**config.mk**
```make
export PLATFORM = sky130hd
export DESIGN_NAME = button_press_calibration_sequencer
export DESIGN_NICKNAME = d
export VERILOG_FILES = /design/src/sv/bpcs_pkg.sv /design/src/sv/bpcs_step.sv /design/src/sv/button_press_calibration_sequencer.sv
export VERILOG_INCLUDE_DIRS = /design/src /design/src/sv
export SDC_FILE = /design/constraint.sdc
export NUM_CORES = 1
export LEC_CHECK = 0
export ABC_CLOCK_PERIOD_IN_PS = 7500
export BUFFER_PORTS_ARGS = -buffer_cell sky130_fd_sc_hd__buf_2
export CAP_MARGIN = 20
export CELL_PAD_IN_SITES_DETAIL_PLACEMENT = 0
export CELL_PAD_IN_SITES_GLOBAL_PLACEMENT = 2
export CORE_MARGIN = 1.5
export CORE_UTILIZATION = 38
export CTS_CLUSTER_DIAMETER = 50
export DETAILED_ROUTE_END_ITERATION = 8
export GPL_TIMING_DRIVEN = 0
export PLACE_DENSITY_LB_ADDON = 0.1
export RECOVER_POWER = 25
export SLEW_MARGIN = 10
export SYNTH_ARGS = -nofsm -noshare
export SYNTH_HDL_FRONTEND = slang
export SYNTH_HIERARCHICAL = 1
export SYNTH_SLANG_ARGS = --single-unit
```
**constraint.sdc**
```tcl
create_clock -name clk -period 7.5 [get_ports clk]
set_clock_uncertainty 0.15 [all_clocks]
set_input_delay 0.375 -clock clk [delete_from_list [all_inputs] [get_ports clk]]
set_output_delay 0.375 -clock clk [all_outputs]
set_load 0.01 [all_outputs]
```
**src/sv/button_press_calibration_sequencer_defines.svh**
```systemverilog
// Assertion macros shared by the sequencer RTL.
`ifndef BUTTON_PRESS_CALIBRATION_SEQUENCER_DEFINES_SVH
`define BUTTON_PRESS_CALIBRATION_SEQUENCER_DEFINES_SVH

// Checks a property on every rising edge of clk outside reset.
`define BPCS_ASSERT(lbl, prop, msg) \
    lbl: assert property (@(posedge clk) disable iff (!rst_n) (prop)) else $error(msg);

// Checks that the antecedent implies the consequent in the same cycle.
`define BPCS_ASSERT_IMP(lbl, ante, cons, msg) \
    lbl: assert property (@(posedge clk) disable iff (!rst_n) (ante) |-> (cons)) \
        else $error(msg);

// Checks that the antecedent implies the consequent in the next cycle.
`define BPCS_ASSERT_NEXT(lbl, ante, cons, msg) \
    lbl: assert property (@(posedge clk) disable iff (!rst_n) (ante) |=> (cons)) \
        else $error(msg);

`endif

```
**src/sv/bpcs_pkg.sv**
```systemverilog
package bpcs_pkg;

    localparam int ADC_W        = 12;
    localparam int TICK_W       = 32;
    localparam int CFG_W        = 20;
    localparam int EVENT_W      = 4;
    localparam int MODE_W       = 2;
    localparam int ADDR_W       = 3;
    localparam int PDATA_W      = 32;
    localparam int ADC_BITS_DEF = 12;

    localparam logic [CFG_W-1:0] SHORT_LIMIT_RST = CFG_W'(1000);
    localparam logic [CFG_W-1:0] LONG_TIME_RST   = CFG_W'(5000);

    // Register index, taken from paddr bit 2.
    localparam logic REG_SHORT_LIMIT = 1'b0;
    localparam logic REG_LONG_TIME   = 1'b1;

    localparam logic [EVENT_W-1:0] EV_NONE        = 4'd0;
    localparam logic [EVENT_W-1:0] EV_PRESSED     = 4'd1;
    localparam logic [EVENT_W-1:0] EV_MEAN_SET    = 4'd2;
    localparam logic [EVENT_W-1:0] EV_MEAN_ERR    = 4'd3;
    localparam logic [EVENT_W-1:0] EV_NO_ACTION   = 4'd4;
    localparam logic [EVENT_W-1:0] EV_CAL_ENTERED = 4'd5;
    localparam logic [EVENT_W-1:0] EV_LOW_OK      = 4'd6;
    localparam logic [EVENT_W-1:0] EV_LOW_ERR     = 4'd7;
    localparam logic [EVENT_W-1:0] EV_CAL_DONE    = 4'd8;
    localparam logic [EVENT_W-1:0] EV_HIGH_ERR    = 4'd9;
    localparam logic [EVENT_W-1:0] EV_AFTER_LONG  = 4'd10;

    localparam logic [MODE_W-1:0] MODE_CODE_IDLE      = 2'd0;
    localparam logic [MODE_W-1:0] MODE_CODE_WAIT_LOW  = 2'd1;
    localparam logic [MODE_W-1:0] MODE_CODE_WAIT_HIGH = 2'd2;

    typedef enum logic [2:0] {
        MODE_IDLE      = 3'b001,
        MODE_WAIT_LOW  = 3'b010,
        MODE_WAIT_HIGH = 3'b100
    } cal_mode_t;

    typedef struct packed {
        logic              last_level;
        logic [TICK_W-1:0] press_start;
        logic              long_fired;
        logic              action_done;
        cal_mode_t         cal_mode;
    } ctrl_t;

    localparam ctrl_t CTRL_RESET = '{
        last_level:  1'b1,
        press_start: '0,
        long_fired:  1'b0,
        action_done: 1'b0,
        cal_mode:    MODE_IDLE
    };

    typedef struct packed {
        logic [CFG_W-1:0] short_press_limit;
        logic [CFG_W-1:0] long_press_time;
    } cfg_t;

    typedef struct packed {
        logic              raw_level;
        logic              confirm_level;
        logic [TICK_W-1:0] now_ticks;
        logic [ADC_W-1:0]  adc_sample;
        logic              adc_ok;
    } poll_t;

    typedef struct packed {
        logic [EVENT_W-1:0] event_res;
        logic [ADC_W-1:0]   captured_value;
        logic [ADC_W-1:0]   low_reference;
        logic [MODE_W-1:0]  mode;
    } result_t;

    function automatic logic [MODE_W-1:0] mode_code(input cal_mode_t m);
        logic [MODE_W-1:0] code;
        case (m)
            MODE_IDLE:      code = MODE_CODE_IDLE;
            MODE_WAIT_LOW:  code = MODE_CODE_WAIT_LOW;
            MODE_WAIT_HIGH: code = MODE_CODE_WAIT_HIGH;
            default:        code = MODE_CODE_IDLE;
        endcase
        return code;
    endfunction

endpackage

```
**src/sv/bpcs_step.sv**
```systemverilog
module bpcs_step
    import bpcs_pkg::*;
#(
    parameter int ADC_BITS = ADC_BITS_DEF,
    parameter int SAMPLE_W = (ADC_BITS < ADC_W) ? ADC_BITS : ADC_W
)
(
    input  ctrl_t               ctrl,
    input  logic [SAMPLE_W-1:0] low_capture,
    input  cfg_t                cfg,
    input  poll_t               item,
    output ctrl_t               ctrl_next,
    output logic [SAMPLE_W-1:0] low_capture_next,
    output result_t             res
);

    logic                level;
    logic [TICK_W-1:0]   release_dur;
    logic [TICK_W-1:0]   hold_dur;
    logic [SAMPLE_W-1:0] sample;
    logic [EVENT_W-1:0]  ev;
    logic [ADC_W-1:0]    cap;
    logic [ADC_W-1:0]    lowref;

    assign sample      = item.adc_sample[SAMPLE_W-1:0];
    // A level that differs from the stored one counts only if the late read agrees.
    assign level       = (item.raw_level != ctrl.last_level) ? item.confirm_level
                                                             : item.raw_level;
    assign release_dur = item.now_ticks - ctrl.press_start;

    always_comb
    begin
        ctrl_next        = ctrl;
        low_capture_next = low_capture;
        ev               = EV_NONE;
        cap              = '0;
        lowref           = '0;

        if (level != ctrl.last_level)
        begin
            if (!level)
            begin
                ctrl_next.press_start = item.now_ticks;
                ctrl_next.long_fired  = 1'b0;
                ctrl_next.action_done = 1'b0;
                ev                    = EV_PRESSED;
            end
            else if (ctrl.long_fired)
            begin
                // The release that ends the long press itself does nothing.
                ev = EV_AFTER_LONG;
            end
            else
            begin
                case (ctrl.cal_mode)
                    MODE_IDLE:
                    begin
                        if (!ctrl.action_done &&
                            (release_dur < TICK_W'(cfg.short_press_limit)))
                        begin
                            ev  = item.adc_ok ? EV_MEAN_SET : EV_MEAN_ERR;
                            cap = item.adc_ok ? ADC_W'(sample) : '0;
                            ctrl_next.action_done = 1'b1;
                        end
                        else
                        begin
                            ev = EV_NO_ACTION;
                        end
                    end
                    MODE_WAIT_LOW:
                    begin
                        if (!ctrl.action_done)
                        begin
                            if (item.adc_ok)
                            begin
                                low_capture_next   = sample;
                                ctrl_next.cal_mode = MODE_WAIT_HIGH;
                                ev                 = EV_LOW_OK;
                                cap                = ADC_W'(sample);
                            end
                            else
                            begin
                                ev = EV_LOW_ERR;
                            end
                            ctrl_next.action_done = 1'b1;
                        end
                        else
                        begin
                            ev = EV_NO_ACTION;
                        end
                    end
                    default:
                    begin
                        if (!ctrl.action_done)
                        begin
                            if (item.adc_ok)
                            begin
                                ev     = EV_CAL_DONE;
                                cap    = ADC_W'(sample);
                                lowref = ADC_W'(low_capture);
                            end
                            else
                            begin
                                ev = EV_HIGH_ERR;
                            end
                            ctrl_next.cal_mode    = MODE_IDLE;
                            ctrl_next.action_done = 1'b1;
                        end
                        else
                        begin
                            ev = EV_NO_ACTION;
                        end
                    end
                endcase
            end
            ctrl_next.last_level = level;
        end

        // The hold check sees the state after the edge handling above.
        hold_dur = item.now_ticks - ctrl_next.press_start;
        if (!level && !ctrl_next.long_fired && (ctrl_next.cal_mode == MODE_IDLE) &&
            (hold_dur >= TICK_W'(cfg.long_press_time)))
        begin
            ctrl_next.long_fired = 1'b1;
            ctrl_next.cal_mode   = MODE_WAIT_LOW;
            ev                   = EV_CAL_ENTERED;
            cap                  = '0;
            lowref               = '0;
        end
    end

    assign res.event_res      = ev;
    assign res.captured_value = cap;
    assign res.low_reference  = lowref;
    assign res.mode           = mode_code(ctrl_next.cal_mode);

endmodule

```
**src/sv/button_press_calibration_sequencer.sv**
```systemverilog
// Button press and calibration sequencer.
// Input channel (in_valid/in_ready) carries one button poll per transaction:
// raw and confirming levels, a wrapping tick timestamp and one ADC sample.
// Output channel (out_valid/out_ready) returns exactly one result per poll:
// the event code, captured sample, low reference and the mode after the poll.
// An accepted poll waits in the input register; its result is loaded into the
// result register when that register is free or being emptied. One poll is
// accepted every cycle while the receiver does not stall; the state update is
// a single pass of logic between the two registers.
// When the receiver stalls, the result register holds, the input register
// fills, and in_ready drops until the result is taken; nothing is dropped.
// The APB port sets short_press_limit (0x0) and long_press_time (0x4); write
// them only while no poll is in flight.
// Reset clears both registers' valid flags, restores the register defaults
// (1000 and 5000 ticks), sets the button to released and the mode to idle.
`include "button_press_calibration_sequencer_defines.svh"

module button_press_calibration_sequencer
    import bpcs_pkg::*;
#(
    parameter int ADC_BITS = ADC_BITS_DEF
)
(
    input  logic                clk,
    input  logic                rst_n,

    input  logic                psel,
    input  logic                penable,
    input  logic                pwrite,
    input  logic [ADDR_W-1:0]   paddr,
    input  logic [PDATA_W-1:0]  pwdata,
    output logic [PDATA_W-1:0]  prdata,
    output logic                pready,

    input  logic                in_valid,
    output logic                in_ready,
    input  logic                raw_level,
    input  logic                confirm_level,
    input  logic [TICK_W-1:0]   now_ticks,
    input  logic [ADC_W-1:0]    adc_sample,
    input  logic                adc_ok,

    output logic                out_valid,
    input  logic                out_ready,
    output logic [EVENT_W-1:0]  event_res,
    output logic [ADC_W-1:0]    captured_value,
    output logic [ADC_W-1:0]    low_reference,
    output logic [MODE_W-1:0]   mode
);

    localparam int SAMPLE_W = (ADC_BITS < ADC_W) ? ADC_BITS : ADC_W;

    cfg_t                cfg_reg;
    ctrl_t               ctrl_reg;
    ctrl_t               ctrl_next;
    logic [SAMPLE_W-1:0] low_capture_reg;
    logic [SAMPLE_W-1:0] low_capture_next;
    logic                s1_valid_reg;
    poll_t               s1_item_reg;
    logic                out_valid_reg;
    result_t             out_res_reg;
    result_t             res_next;
    logic                advance;
    logic                cfg_write;

    // Configuration port.
    assign pready    = 1'b1;
    assign cfg_write = psel && penable && pwrite && pready;

    always_ff @(posedge clk or negedge rst_n)
    begin
        if (!rst_n)
        begin
            cfg_reg.short_press_limit <= SHORT_LIMIT_RST;
            cfg_reg.long_press_time   <= LONG_TIME_RST;
        end
        else if (cfg_write)
        begin
            case (paddr[2])
                REG_SHORT_LIMIT: cfg_reg.short_press_limit <= pwdata[CFG_W-1:0];
                default:         cfg_reg.long_press_time   <= pwdata[CFG_W-1:0];
            endcase
        end
    end

    always_comb
    begin
        case (paddr[2])
            REG_SHORT_LIMIT: prdata = PDATA_W'(cfg_reg.short_press_limit);
            default:         prdata = PDATA_W'(cfg_reg.long_press_time);
        endcase
    end

    // Two-register pipeline: the poll in stage one is processed when the
    // result register is free or being emptied this cycle.
    assign advance  = s1_valid_reg && (!out_valid_reg || out_ready);
    assign in_ready = !s1_valid_reg || advance;

    always_ff @(posedge clk or negedge rst_n)
    begin
        if (!rst_n)
        begin
            s1_valid_reg <= 1'b0;
        end
        else if (in_ready)
        begin
            s1_valid_reg <= in_valid;
        end
    end

    always_ff @(posedge clk)
    begin
        if (in_valid && in_ready)
        begin
            s1_item_reg.raw_level     <= raw_level;
            s1_item_reg.confirm_level <= confirm_level;
            s1_item_reg.now_ticks     <= now_ticks;
            s1_item_reg.adc_sample    <= adc_sample;
            s1_item_reg.adc_ok        <= adc_ok;
        end
    end

    bpcs_step #(
        .ADC_BITS (ADC_BITS),
        .SAMPLE_W (SAMPLE_W)
    ) u_step (
        .ctrl             (ctrl_reg),
        .low_capture      (low_capture_reg),
        .cfg              (cfg_reg),
        .item             (s1_item_reg),
        .ctrl_next        (ctrl_next),
        .low_capture_next (low_capture_next),
        .res              (res_next)
    );

    always_ff @(posedge clk or negedge rst_n)
    begin
        if (!rst_n)
        begin
            ctrl_reg        <= CTRL_RESET;
            low_capture_reg <= '0;
            out_valid_reg   <= 1'b0;
        end
        else
        begin
            if (advance)
            begin
                ctrl_reg        <= ctrl_next;
                low_capture_reg <= low_capture_next;
            end
            if (advance)
            begin
                out_valid_reg <= 1'b1;
            end
            else if (out_ready)
            begin
                out_valid_reg <= 1'b0;
            end
        end
    end

    always_ff @(posedge clk)
    begin
        if (advance)
        begin
            out_res_reg <= res_next;
        end
    end

    assign out_valid      = out_valid_reg;
    assign event_res      = out_res_reg.event_res;
    assign captured_value = out_res_reg.captured_value;
    assign low_reference  = out_res_reg.low_reference;
    assign mode           = out_res_reg.mode;

    // A long press can only be pending while waiting for the low reference.
    `BPCS_ASSERT_IMP(a_long_fired_mode, ctrl_reg.long_fired,
        ctrl_reg.cal_mode == MODE_WAIT_LOW, "long press flag set outside low wait")
    // Finishing calibration always returns to idle.
    `BPCS_ASSERT_IMP(a_cal_done_idle, out_valid_reg && (event_res == EV_CAL_DONE),
        mode == MODE_CODE_IDLE, "calibration done without return to idle")
    // Entering calibration reports no capture and the low-reference wait.
    `BPCS_ASSERT_IMP(a_cal_entered, out_valid_reg && (event_res == EV_CAL_ENTERED),
        (mode == MODE_CODE_WAIT_LOW) && (captured_value == '0),
        "calibration entry with wrong mode or capture")
    // A poll in stage one is kept while the result register is stalled.
    `BPCS_ASSERT_NEXT(a_stage_hold, s1_valid_reg && out_valid_reg && !out_ready,
        s1_valid_reg, "pending poll lost during output stall")

endmodule

```
== Word level (Yosys, flattened, before mapping) ==
Cells that the tools add are included.
Word-level totals
  flip-flop bits (word level): 169
  bits in latches: 0
  bits in writable memories: 0
  ROM bits: 0
  input bits: 89
  output and inout bits: 65
  logic and storage cells: 95
  memories: 0
Operators by class
  $add $sub $neg: 2
  multiply operators: 0
  divide/modulo/power cells: 0
  order comparisons: 2
  equality and inequality tests: 9
  shift-type cells: 0
  mux-type cells: 32
  bitwise operators: 6
  reduce and logical (&&, ||, !) cells: 24
Operators with widths (count)
  32-bit subtractor: 2
  12-bit two-way mux: 4
  37-bit two-way mux: 1
  33-bit two-way mux: 1
  32-bit by 20-bit greater-or-equal comparator with 1-bit output: 1
  32-bit by 20-bit less-than comparator with 1-bit output: 1
  3-bit two-way mux: 7
  20-bit two-way mux: 1
  4-bit two-way mux: 5
  1-bit two-way mux: 9
  1-bit logical AND: 8
  4-bit one-hot mux with 2 select lines: 1
  8-bit OR reduction: 1
  7-bit AND reduction: 1
  3-bit by 1-bit == test with 1-bit output, second input constant: 2
  3-bit by 2-bit == test with 1-bit output, second input constant: 2
  1-bit inverter: 6
  3-bit one-hot mux with 2 select lines: 1
  2-bit AND reduction: 3
  1-bit logical NOT: 5
  2-bit one-hot mux with 2 select lines: 1
  4-bit AND reduction: 1
  4-bit OR reduction: 1
  3-bit == test, second input constant: 1
  other kinds (7): 9

== Longest topological paths before layout ==
Gate-level depths: netlist of the first run.
  word-level depth: 15
  depth in mapped cells: 31
  mapped depth without buffers: 28

== Modules after synthesis ==
Netlist of the first run, hierarchy kept.
By module, submodules not included
  button_press_calibration_sequencer: times used 1, cells each 314, area each 6327.3 µm², seq. area each 4630.7 µm²
  bpcs_step: times used 1, cells each 944, area each 6258.5 µm², seq. area each 0.0 µm²

== Worst setup path before layout of the first run ==
Ideal clock, no wire load.
  path type: flip-flop to flip-flop
  start point: reg ctrl_reg[37] (netlist name)
  end point: reg out_res_reg, in the netlist event_res[0], data pin
  library setup time: 272 ps
  arrival time: 6312 ps
  required time: 7078 ps
  setup slack: 766 ps
  cell stages (with the launch flop): 31
  path buffers: 4
  period minus slack after synthesis: 6734 ps
  cells stage by stage: dfstp_2 -> maj3_2 -> buf_4 -> ha_1 -> nor2_1 -> clkbuf_1 -> clkbuf_1 -> nor2_1 -> a21o_1 -> inv_1 -> ha_1 -> clkbuf_1 -> and3_1 -> and3_1 -> a221oi_2 -> nor2_1 -> a31oi_1 -> nor3_1 -> nor3_1 -> xnor2_1 -> ha_1 -> nand3_1 -> a21boi_0 -> a221oi_2 -> nand4_1 -> a2111oi_4 -> nand4b_1 -> a2111o_1 -> a2111oi_4 -> nor2_2 -> or4_1
RTL lines
  start, declared: RTL line button_press_calibration_sequencer.sv:54  | ctrl_t ctrl_reg;
  start signal, assigned: RTL line button_press_calibration_sequencer.sv:148  | ctrl_reg <= ctrl_next;
  end signal, assigned: RTL line button_press_calibration_sequencer.sv:166  | out_res_reg <= res_next;
  end, declared: RTL line button_press_calibration_sequencer.sv:61  | result_t out_res_reg;

==> results of run 1 <==
-- power breakdown --
part / leakage, nW / total (mW) / internal [mW] / switching (mW)
registers: 1.87 / 1.32 / 1.19 / 0.131
logic: 4.68 / 4.09 / 1.70 / 2.39
clock network: 0.274 / 0.861 / 0.440 / 0.421
-- layer usage --
layer	up-vias	routed length [um]	track usage (%)
li1	5005	-	-
met2	180	16700	35.3
met1	4763	17000	28.6
met5	-	0	0
met3	20	952	2.85
met4	0	365	5.33
-- cell usage in the layout (no fill, tap or decap), types with 14 or more instances in the layout --
cell type      synthesis  layout
a21o_1                46      46
a21oi_1               72      70
and2_1                30      29
buf_2                  6     130
buf_4                 14      17
buf_6                 11      14
clkbuf_1              27      28
clkbuf_16              0      17
dfrtp_1               79      79
dlygate4sd3_1          0      61
edfxtp_1              77      77
ha_1                 101      99
inv_1                112     112
mux2_2                83      83
mux2_4                40      28
nand2_1               77      77
nand2b_1              22      22
nand3_1               19      19
nand4_1               18      18
nor2_1                87      86
nor3_1                24      23
o21a_1                15      15
o21ai_0               50      50
xnor2_1               28      28
xor2_1                14      14
-- cell families after synthesis --
family | after synthesis | share of synthesized area, %
flops | 169 | 36.8
buf+inv | 172 | 6.42
simple gates | 339 | 14.1
mux | 125 | 12.4
other cells | 2 | 0.0597
compound gates | 306 | 17.1
fa+ha+maj | 103 | 10.3
xor+xnor | 42 | 2.92
-- worst max-delay path by stage --
stage / startpoint / to / cells past startpoint
finish: ctrl_reg[37]$_DFFE_PN1P_ / event_res[0]$_DFFE_PP_ / 23
CTS: ctrl_reg[37]$_DFFE_PN1P_ / event_res[0]$_DFFE_PP_ / 29
global placement: s1_item_reg[46]$_DFFE_PP_ / event_res[0]$_DFFE_PP_ / 28
floorplan: ctrl_reg[37]$_DFFE_PN1P_ / event_res[0]$_DFFE_PP_ / 30
global route: ctrl_reg[37]$_DFFE_PN1P_ / event_res[0]$_DFFE_PP_ / 26
detailed placement: ctrl_reg[37]$_DFFE_PN1P_ / event_res[0]$_DFFE_PP_ / 28
-- cell type report --
class	count	share of cell area, %
buffer	58	2.64
clock buffer	19	2.86
clock inverter	13	0.869
inverter	112	2.78
multi-input combinational	928	47.6
sequential	169	30.6
tap	442	3.66
timing repair buffer	196	8.94
-- per-stage QoR --
stage | instance area, um^2 | hold WS, ps
2_1_floorplan | 12600 | -70.6
3_3_place_gp | 13800 | 336
3_5_place_dp | 13900 | 184
4_1_cts | 15100 | 1.75
5_1_grt | 15100 | -7.16
6_report | 15100 | 13.9
-- what timing repair did --
item | CTS | global route
hold buffers | 61 | 0
pin swaps | 0 | 8
cloned | 0 | 1
hold endpoints to repair | 107 | 0
setup endpoints to repair | 6 | 6
buffers inserted | 0 | 4
resized for setup | 11 | 24
==> results.json, run 1 <==
{
  "ys_top_cells_by_count": "112 x inv_1, 101 x ha_1, 87 x nor2_1",
  "grt_antenna_before_repair": 0,
  "cts_tree": "yes",
  "grt_pass1_vias": 9836,
  "vias_per_cell": 5.15,
  "synth-edff-count": 77,
  "cts_sinks": 169,
  "num_rows": 66,
  "setup_tns_ps": 0,
  "dieArea_mm2": 0.0342,
  "crit_arrival_ps": 7110,
  "crit_path_end_kind": "flip-flop",
  "hold_viol_final": 0,
  "initial_core_util_pct": 38.7,
  "crit_type": "flip-flop to flip-flop",
  "port_buffers": 126,
  "num_vias": 9968,
  "synth_seq_cells": 169,
  "drt-pass1-iter-count": 5,
  "powerDensity_mw_per_mm2": 415,
  "drive_above_1_share_pct": 24.5,
  "failed_checks": "capacitance limit, slew limit",
  "p_leak_nw": 6.82,
  "h-tree-depth": 4,
  "worstPathRequired_ps": 7550,
  "hold_start": "pwdata[0]",
  "grt_pass1_wl_mm": 54.7,
  "fill_cells": 3232,
  "timing.final.crit_share_pct": 94.1,
  "cts_buffers": 17,
  "setup_viol": 0,
  "synth_cell_types": 90,
  "fp.dieH_um": 185,
  "synthCells": 1258,
  "fin_crit_ps": 7050,
  "slew_headroom_pct": -75.4,
  "critPathTopFamily": "compound AO/OA/AOI/OAI gates",
  "syn2layout_area_growth_pct": 20.1,
  "gp_congestion": 0.874,
  "drv_cap": 1,
  "min_to": "cfg_reg[20]$_DFFE_PN0P_",
  "diodes": 0,
  "rsz0062_at_grt": "false",
  "grt_max_degree": 52,
  "fmax_ghz": 0.142,
  "setup_ws_ps": 446,
  "cts_buffer_depth": 2,
  "overflow": 0,
  "worst_pin_slew_ps": 2630,
  "largest_reg_flops": 47,
  "place_inst": 1840,
  "core_area_mm2": 0.0325,
  "wl_per_cell_um": 18.1,
  "drc": 0,
  "status": "finished, violations left",
  "syn_area_mm2": 0.0126,
  "post-place-ws_ps": -725,
  "synth.top_cells.by_area": "edfxtp_1 18%, dfrtp_1 16%, ha_1 10%, mux2_2 7.4%, mux2_4 4.8%",
  "r2r-start": "ctrl_reg[37]$_DFFE_PN1P_",
  "crit_slowest_cell": "dfstp_2",
  "synth_top_area_share_pct": 18.4,
  "cp.buffers_inverters": 2,
  "nets": 1673,
  "yosysTopAreaCell": "edfxtp_1",
  "vdd_drop_max_v": 0.000199,
  "synthFlopType": "dfrtp_1",
  "multi_input_area_mm2": 0.00720,
  "yosysSeqAreaShare_pct": 36.8,
  "cp_slowest_stage_delay_ps": 570,
  "drt_iter0_markers": 523,
  "wirelength_mm": 35.0,
  "hold_class": "input port to flip-flop",
  "yosysWarnings": 6,
  "regArea_mm2": 0.00463,
  "startpoint_type": "flip-flop",
  "dp_hpwl_mm": 27.3,
  "ios": 154,
  "power.total_mw": 6.27,
  "fin_cells": 1937,
  "synth_async_sr_flop_share_pct": 54.4,
  "reg2reg_slack_ps": 450,
  "synth.most_common_cell": "inv_1",
  "die_w_um": 185,
  "clk_latency_ps": 460,
  "reg2reg_depth": 23,
  "cp_max_fo": 11,
  "worstPathCellList": "maj3_2 > buf_6 > ha_2 > or2_1 > o21ai_0 > ha_1 > inv_1 > a21o_1 > a21oi_1 > nor3b_2 > o21a_1 > a31oi_1 > o31ai_1 > xor2_1 > ha_1 > a21oi_1 > o21ai_0 > a2111oi_2 > nand4b_1 > a2111o_1 > a2111oi_4 > nor2_2 > or4_1",
  "whs_path_depth": 2,
  "fin_util_pct": 46.5,
  "grt_usage_pct": 21.1,
  "cts_root_buf": "clkbuf_16",
  "syn_avg_cell_area_um2": 10.0,
  "clk_pin_slew_ps": 70,
  "antenna_left": 0,
  "timing.rr.end": "event_res[0]$_DFFE_PP_",
  "slew_viol_final": 42
}
Note: power is estimated with default switching activity, not from simulation.
==> inputs of run 2 (changes only) <==
--- a/config.mk
+++ b/config.mk
@@ -15,7 +15,6 @@
 export CORE_UTILIZATION = 38
 export CTS_CLUSTER_DIAMETER = 50
 export DETAILED_ROUTE_END_ITERATION = 8
-export GPL_TIMING_DRIVEN = 0
 export PLACE_DENSITY_LB_ADDON = 0.1
 export RECOVER_POWER = 25
 export SLEW_MARGIN = 10
==> run 2 against run 1 <==
Against the previous run:
- the run still ends with capacitance limit, slew limit left
- critical path type unchanged
- utilization down 1.1 points
- critical endpoint unchanged
- via count is 1.5% lower
- die area did not move
- clock power is 4.1% higher
- first-iteration DRC count is 5.0% lower
- global-route usage is 0.68 points lower
- maximum frequency rose by 0.93%
- register-to-register slack improved by 60 ps
- largest power group unchanged
- sequential power about the same
- largest cell class unchanged
==> results.json, run 2 (same netlist as run 1, synthesis figures left out) <==
{
  "status": "finished, violations left",
  "failed_checks": "capacitance limit, slew limit",
  "cts_buffers": 17,
  "cts_root_buf": "clkbuf_16",
  "p_leak_nw": 6.67,
  "diodes": 0,
  "slew_viol_final": 43,
  "setup_viol": 0,
  "initial_core_util_pct": 38.7,
  "num_vias": 9820,
  "cp_slowest_stage_delay_ps": 530,
  "cp_max_fo": 10,
  "fmax_ghz": 0.143,
  "whs_ps": 18.9,
  "final_cell_mix": "115 x buf_2, 112 x inv_1, 101 x ha_1",
  "clk_latency_ps": 460,
  "vias_per_cell": 5.21,
  "gp_congestion": 0.844,
  "crit_slowest_cell": "a2111oi_2",
  "syn2layout_area_growth_pct": 17.1,
  "vdd_drop_max_v": 0.000196,
  "timing.final.crit_share_pct": 93.2,
  "hold_class": "input port to flip-flop",
  "h-tree-depth": 4,
  "grt_antenna_before_repair": 0,
  "nets": 1620,
  "cts_buffer_depth": 2,
  "crit_type": "flip-flop to flip-flop",
  "drv_cap": 1,
  "powerDensity_mw_per_mm2": 420,
  "ios": 154,
  "slew_headroom_pct": -86.7,
  "grt_usage_pct": 20.4,
  "wl_per_cell_um": 18.2,
  "hold_viol_final": 0,
  "fin_crit_ps": 6990,
  "cts_sinks": 169,
  "antenna_left": 0,
  "cp.buffers_inverters": 1,
  "critPathTopFamily": "compound AO/OA/AOI/OAI gates",
  "drt_iter0_markers": 497,
  "grt_pass1_vias": 9522,
  "num_rows": 66,
  "fp.dieH_um": 185,
  "drt-pass1-iter-count": 5,
  "overflow": 0,
  "mostFrequentLayoutCell": "buf_2",
  "worstPathCellList": "maj3_2 > ha_1 > nor2_4 > a21o_1 > inv_1 > ha_1 > a21oi_1 > nand2_1 > a221oi_2 > nor2_1 > a31oi_1 > o21ai_0 > xor2_1 > ha_1 > nand2_1 > nor2_1 > a211oi_1 > nor2_1 > a2111oi_2 > nand4b_1 > a2111o_1 > a2111oi_4 > nor2_2 > or4_1",
  "wirelength_mm": 34.3,
  "largest_reg_flops": 47,
  "drc": 0,
  "setup_tns_ps": 0,
  "dieArea_mm2": 0.0342,
  "worstPathRequired_ps": 7560,
  "dp_hpwl_mm": 26.0,
  "grt_pass1_wl_mm": 53.0,
  "core_area_mm2": 0.0325,
  "die_w_um": 185,
  "cts_setup_buffers": 0,
  "rsz0062_at_grt": "false",
  "cts_tree": "yes",
  "crit_arrival_ps": 7050,
  "crit_path_end_kind": "flip-flop",
  "startpoint_type": "flip-flop",
  "drive_above_1_share_pct": 23.5,
  "grt_max_degree": 52,
  "worst_pin_slew_ps": 2800,
  "port_buffers": 126,
  "clk_pin_slew_ps": 70
}
[run 2: changes by cell type in the layout (fill, tap and decap cells not counted), sizes merged]
| cell | change |
|---|---|
| bufinv | +1 |
| clkbuf | -18 |
| clkinv | -1 |
| dlygate4sd3 | -5 |
| buf | -32 |
| inv | +1 |
| nor2 | +1 |
[run 2: worst register-to-register path: stages, from the launching register on]
cell       delay (ps)
dfstp_2           390
maj3_2            330
ha_1              430
nor2_4            340
a21o_1            190
inv_1              40
ha_1              360
a21oi_1           310
nand2_1           140
a221oi_2          390
nor2_1            110
a31oi_1           330
o21ai_0           180
xor2_1            170
ha_1              280
nand2_1            80
nor2_1             50
a211oi_1          200
nor2_1            100
a2111oi_2         530
nand4b_1          160
a2111o_1          470
a2111oi_4         380
nor2_2            130
or4_1             500
[run 2: timing repair]
| item | in CTS | in global routing |
|---|---|---|
| hold endpoints to repair | 98 | 0 |
| gates resized for setup | 0 | 1 |
| hold buffers | 56 | 0 |
| endpoints found under the setup margin | 0 | 1 |
[run 2: per-stage QoR]
step	instances	setup slack, ps	total power, mW	utilization (%)	area (um^2)
final	1884	511	6.19	45.3	14700
after detailed placement	1794	489	5.27	41.7	13600
after global routing	1884	20.5	6.77	45.3	14700
after CTS	1882	444	6.22	45.3	14700
after global placement	1793	490	5.25	41.7	13600
after floorplan	1269	766	4.25	-	12600
[run 2: final timing paths]
check / cells after the start / slack, ps / to / from
max: 24 / 510 / event_res[0]$_DFFE_PP_ / ctrl_reg[37]$_DFFE_PN1P_
min: 2 / 20 / cfg_reg[1]$_DFFE_PN0P_ / pwdata[1]
max reg2reg: 24 / 510 / event_res[0]$_DFFE_PP_ / ctrl_reg[37]$_DFFE_PN1P_
min reg2reg: 1 / 360 / ctrl_reg[19]$_DFFE_PN0P_ / ctrl_reg[19]$_DFFE_PN0P_
max in group asynchronous: 3 / 4130 / ctrl_reg[24]$_DFFE_PN0P_ / rst_n
min in group asynchronous: 2 / 1210 / cfg_reg[22]$_DFFE_PN0P_ / rst_n
[run 2: layout make-up]
class                   instances  area, um^2
clock buffers                  18         429
repair buffers                200        1350
inverters                     112         420
clock inverters                14         154
fillers                      3223       17800
multi-input cells             929        7200
well taps                     442         553
flip-flops and latches        169        4630
[run 2: per-layer routing]
metal	global-route usage [%]	wire length, um
met1	27.8	16400
met2	33.4	16200
met3	3.30	1270
met4	5.50	466
met5	0	0
[run 2: power by group]
part	internal (mW)	total, mW	switching, mW	leakage, nW
Clock	0.472	0.896	0.424	0.285
Sequential	1.19	1.33	0.136	1.87
Combinational	1.65	3.96	2.31	4.52
Total	3.32	6.19	2.87	6.67
==> inputs of run 3 (changes only) <==
--- a/config.mk
+++ b/config.mk
@@ -6,7 +6,7 @@
 export SDC_FILE = /design/constraint.sdc
 export NUM_CORES = 1
 export LEC_CHECK = 0
-export ABC_CLOCK_PERIOD_IN_PS = 7500
+export ABC_CLOCK_PERIOD_IN_PS = 8600
 export BUFFER_PORTS_ARGS = -buffer_cell sky130_fd_sc_hd__buf_2
 export CAP_MARGIN = 20
 export CELL_PAD_IN_SITES_DETAIL_PLACEMENT = 0
==> constraint.sdc (replaced) <==
create_clock -name clk -period 8.6 [get_ports clk]
set_clock_uncertainty 0.15 [all_clocks]
set_input_delay 0.43 -clock clk [delete_from_list [all_inputs] [get_ports clk]]
set_output_delay 0.43 -clock clk [all_outputs]
set_load 0.01 [all_outputs]
==> run 3 against run 2 <==
Against the previous run:
- the flow still finishes with violations (capacitance limit, slew limit)
- first-iteration DRC count shrank 4.2%
- via count down 1.2%
- critical path depth unchanged
- worst hold slack better by 43 ps
- sequential power decreased by 13%
- cell count down 0.85%
- utilization shrank 0.53 points
- sequential share of layout area is 0.37 points higher
==> results.json, run 3 (same netlist as run 1, synthesis figures left out) <==
{
  "status": "finished, violations left",
  "failed_checks": "capacitance limit, slew limit",
  "dp_hpwl_mm": 25.8,
  "worst_pin_slew_ps": 2660,
  "fp.dieH_um": 185,
  "post-place-ws_ps": 1000,
  "setup_tns_ps": 0,
  "timing.final.crit_share_pct": 88.5,
  "setup_viol": 0,
  "grt_pass1_vias": 9625,
  "slew_viol_final": 43,
  "drt_iter0_markers": 476,
  "core_area_mm2": 0.0325,
  "dieArea_mm2": 0.0342,
  "num_rows": 66,
  "antenna_left": 0,
  "crit_path_end_kind": "flip-flop",
  "fmax_ghz": 0.131,
  "slew_headroom_pct": -77.3,
  "cts_buffer_depth": 2,
  "grt_antenna_before_repair": 0,
  "grt_usage_pct": 20.5,
  "grt_max_degree": 52,
  "fin_crit_ps": 7610,
  "wirelength_mm": 33.9,
  "mostFrequentLayoutCell": "buf_2",
  "cts_setup_buffers": 0,
  "fin_cells": 1868,
  "wl_per_cell_um": 18.1,
  "port_buffers": 126,
  "vias_per_cell": 5.19,
  "die_w_um": 185,
  "cts_buffers": 17,
  "fin_util_pct": 44.8,
  "power.total_mw": 5.31,
  "grt_pass1_wl_mm": 53.3,
  "diodes": 0,
  "final_cell_mix": "116 x buf_2, 112 x inv_1, 101 x ha_1",
  "overflow": 0,
  "worstPathRequired_ps": 8650,
  "drive_above_1_share_pct": 23.1,
  "cts_root_buf": "clkbuf_16",
  "cts_sinks": 169,
  "startpoint_type": "flip-flop",
  "nets": 1604,
  "placed_cell_area_mm2": 0.0135,
  "powerDensity_mw_per_mm2": 365,
  "vdd_drop_max_v": 0.000179,
  "cts-resized-gates": 0,
  "crit_type": "flip-flop to flip-flop",
  "whs_ps": 62.3,
  "crit_arrival_ps": 7660,
  "rsz0062_at_grt": "false",
  "clk_pin_slew_ps": 70,
  "ios": 154,
  "cts_hold_buf": 49,
  "h-tree-depth": 4,
  "drt-pass1-iter-count": 5,
  "place_inst": 1785,
  "p_leak_nw": 6.58,
  "clk_latency_ps": 460,
  "hold_viol_final": 0,
  "num_vias": 9700,
  "gp_congestion": 0.873,
  "cts_tree": "yes",
  "drc": 0,
  "initial_core_util_pct": 38.7,
  "drv_cap": 1,
  "setup_ws_ps": 993,
  "syn2layout_area_growth_pct": 15.8,
  "fin_area_mm2": 0.0146,
  "cp_max_fo": 17,
  "hold_class": "input port to flip-flop",
  "largest_reg_flops": 47
}
run 3: cell types whose count changed in the layout (fill, tap and decap cells not counted):
cell           before  now
dlygate4sd3_1      56   49
bufinv_16           1    0
buf_4              16    8
clkbuf_1           12   13
clkinvlp_4          1    2
nor2_4              2    1
inv_8               3    1
buf_2             115  116
clkinv_4            2    3
clkinv_2            1    0
run 3: power by group:
group / total [mW] / switching, mW / internal [mW]
Combinational: 3.41 / 2.00 / 1.42
Clock: 0.740 / 0.361 / 0.379
Sequential: 1.16 / 0.119 / 1.04
run 3: routing by layer:
metal	GRT usage, %	wire length [um]	vias up
met4	5.17	481	0
met3	3.28	1110	30
met5	0	0	-
li1	-	-	4859
met1	28.0	16200	4619
met2	33.9	16100	192
run 3: path summary, 6_finish.rpt:
| kind | start | end | slack, ps | cells past startpoint |
|---|---|---|---|---|
| setup / recovery | ctrl_reg[37]$_DFFE_PN1P_ | event_res[0]$_DFFE_PP_ | 990 | 24 |
| hold / removal | pwdata[6] | cfg_reg[6]$_DFFE_PN0P_ | 60 | 2 |
| setup reg to reg | ctrl_reg[37]$_DFFE_PN1P_ | event_res[0]$_DFFE_PP_ | 990 | 24 |
| hold reg to reg | ctrl_reg[18]$_DFFE_PN0P_ | ctrl_reg[18]$_DFFE_PN0P_ | 360 | 1 |
| max in group asynchronous | rst_n | ctrl_reg[25]$_DFFE_PN0P_ | 5250 | 3 |
| min in group asynchronous | rst_n | cfg_reg[1]$_DFFE_PN0P_ | 1200 | 2 |
run 3: final cells by class:
cell class                 instances  area, um^2
fill                            3248       18000
multi-input combinational        928        7190
sequential                       169        4630
timing repair buffer             185        1220
tap                              442         553
clock buffer                      20         437
inverter                         112         420
clock inverter                    12         113
run 3: critical path, cell delays in order, from the launching register on:
cell and delay (ps):
dfstp_2 560, maj3_2 420, ha_1 490, nor2_4 490, buf_4 290, a21o_1 150
inv_1 60, ha_1 380, nand4_1 280, nor3_1 230, nand2_1 120, nor4b_4 410
nor2_1 120, xnor2_1 200, ha_1 270, a21oi_1 140, nor2_1 50, a211oi_1 240
nor2_1 100, a2111oi_2 520, nand4b_1 160, a2111o_1 470, a2111oi_4 380, nor2_2 130
or4_1 520
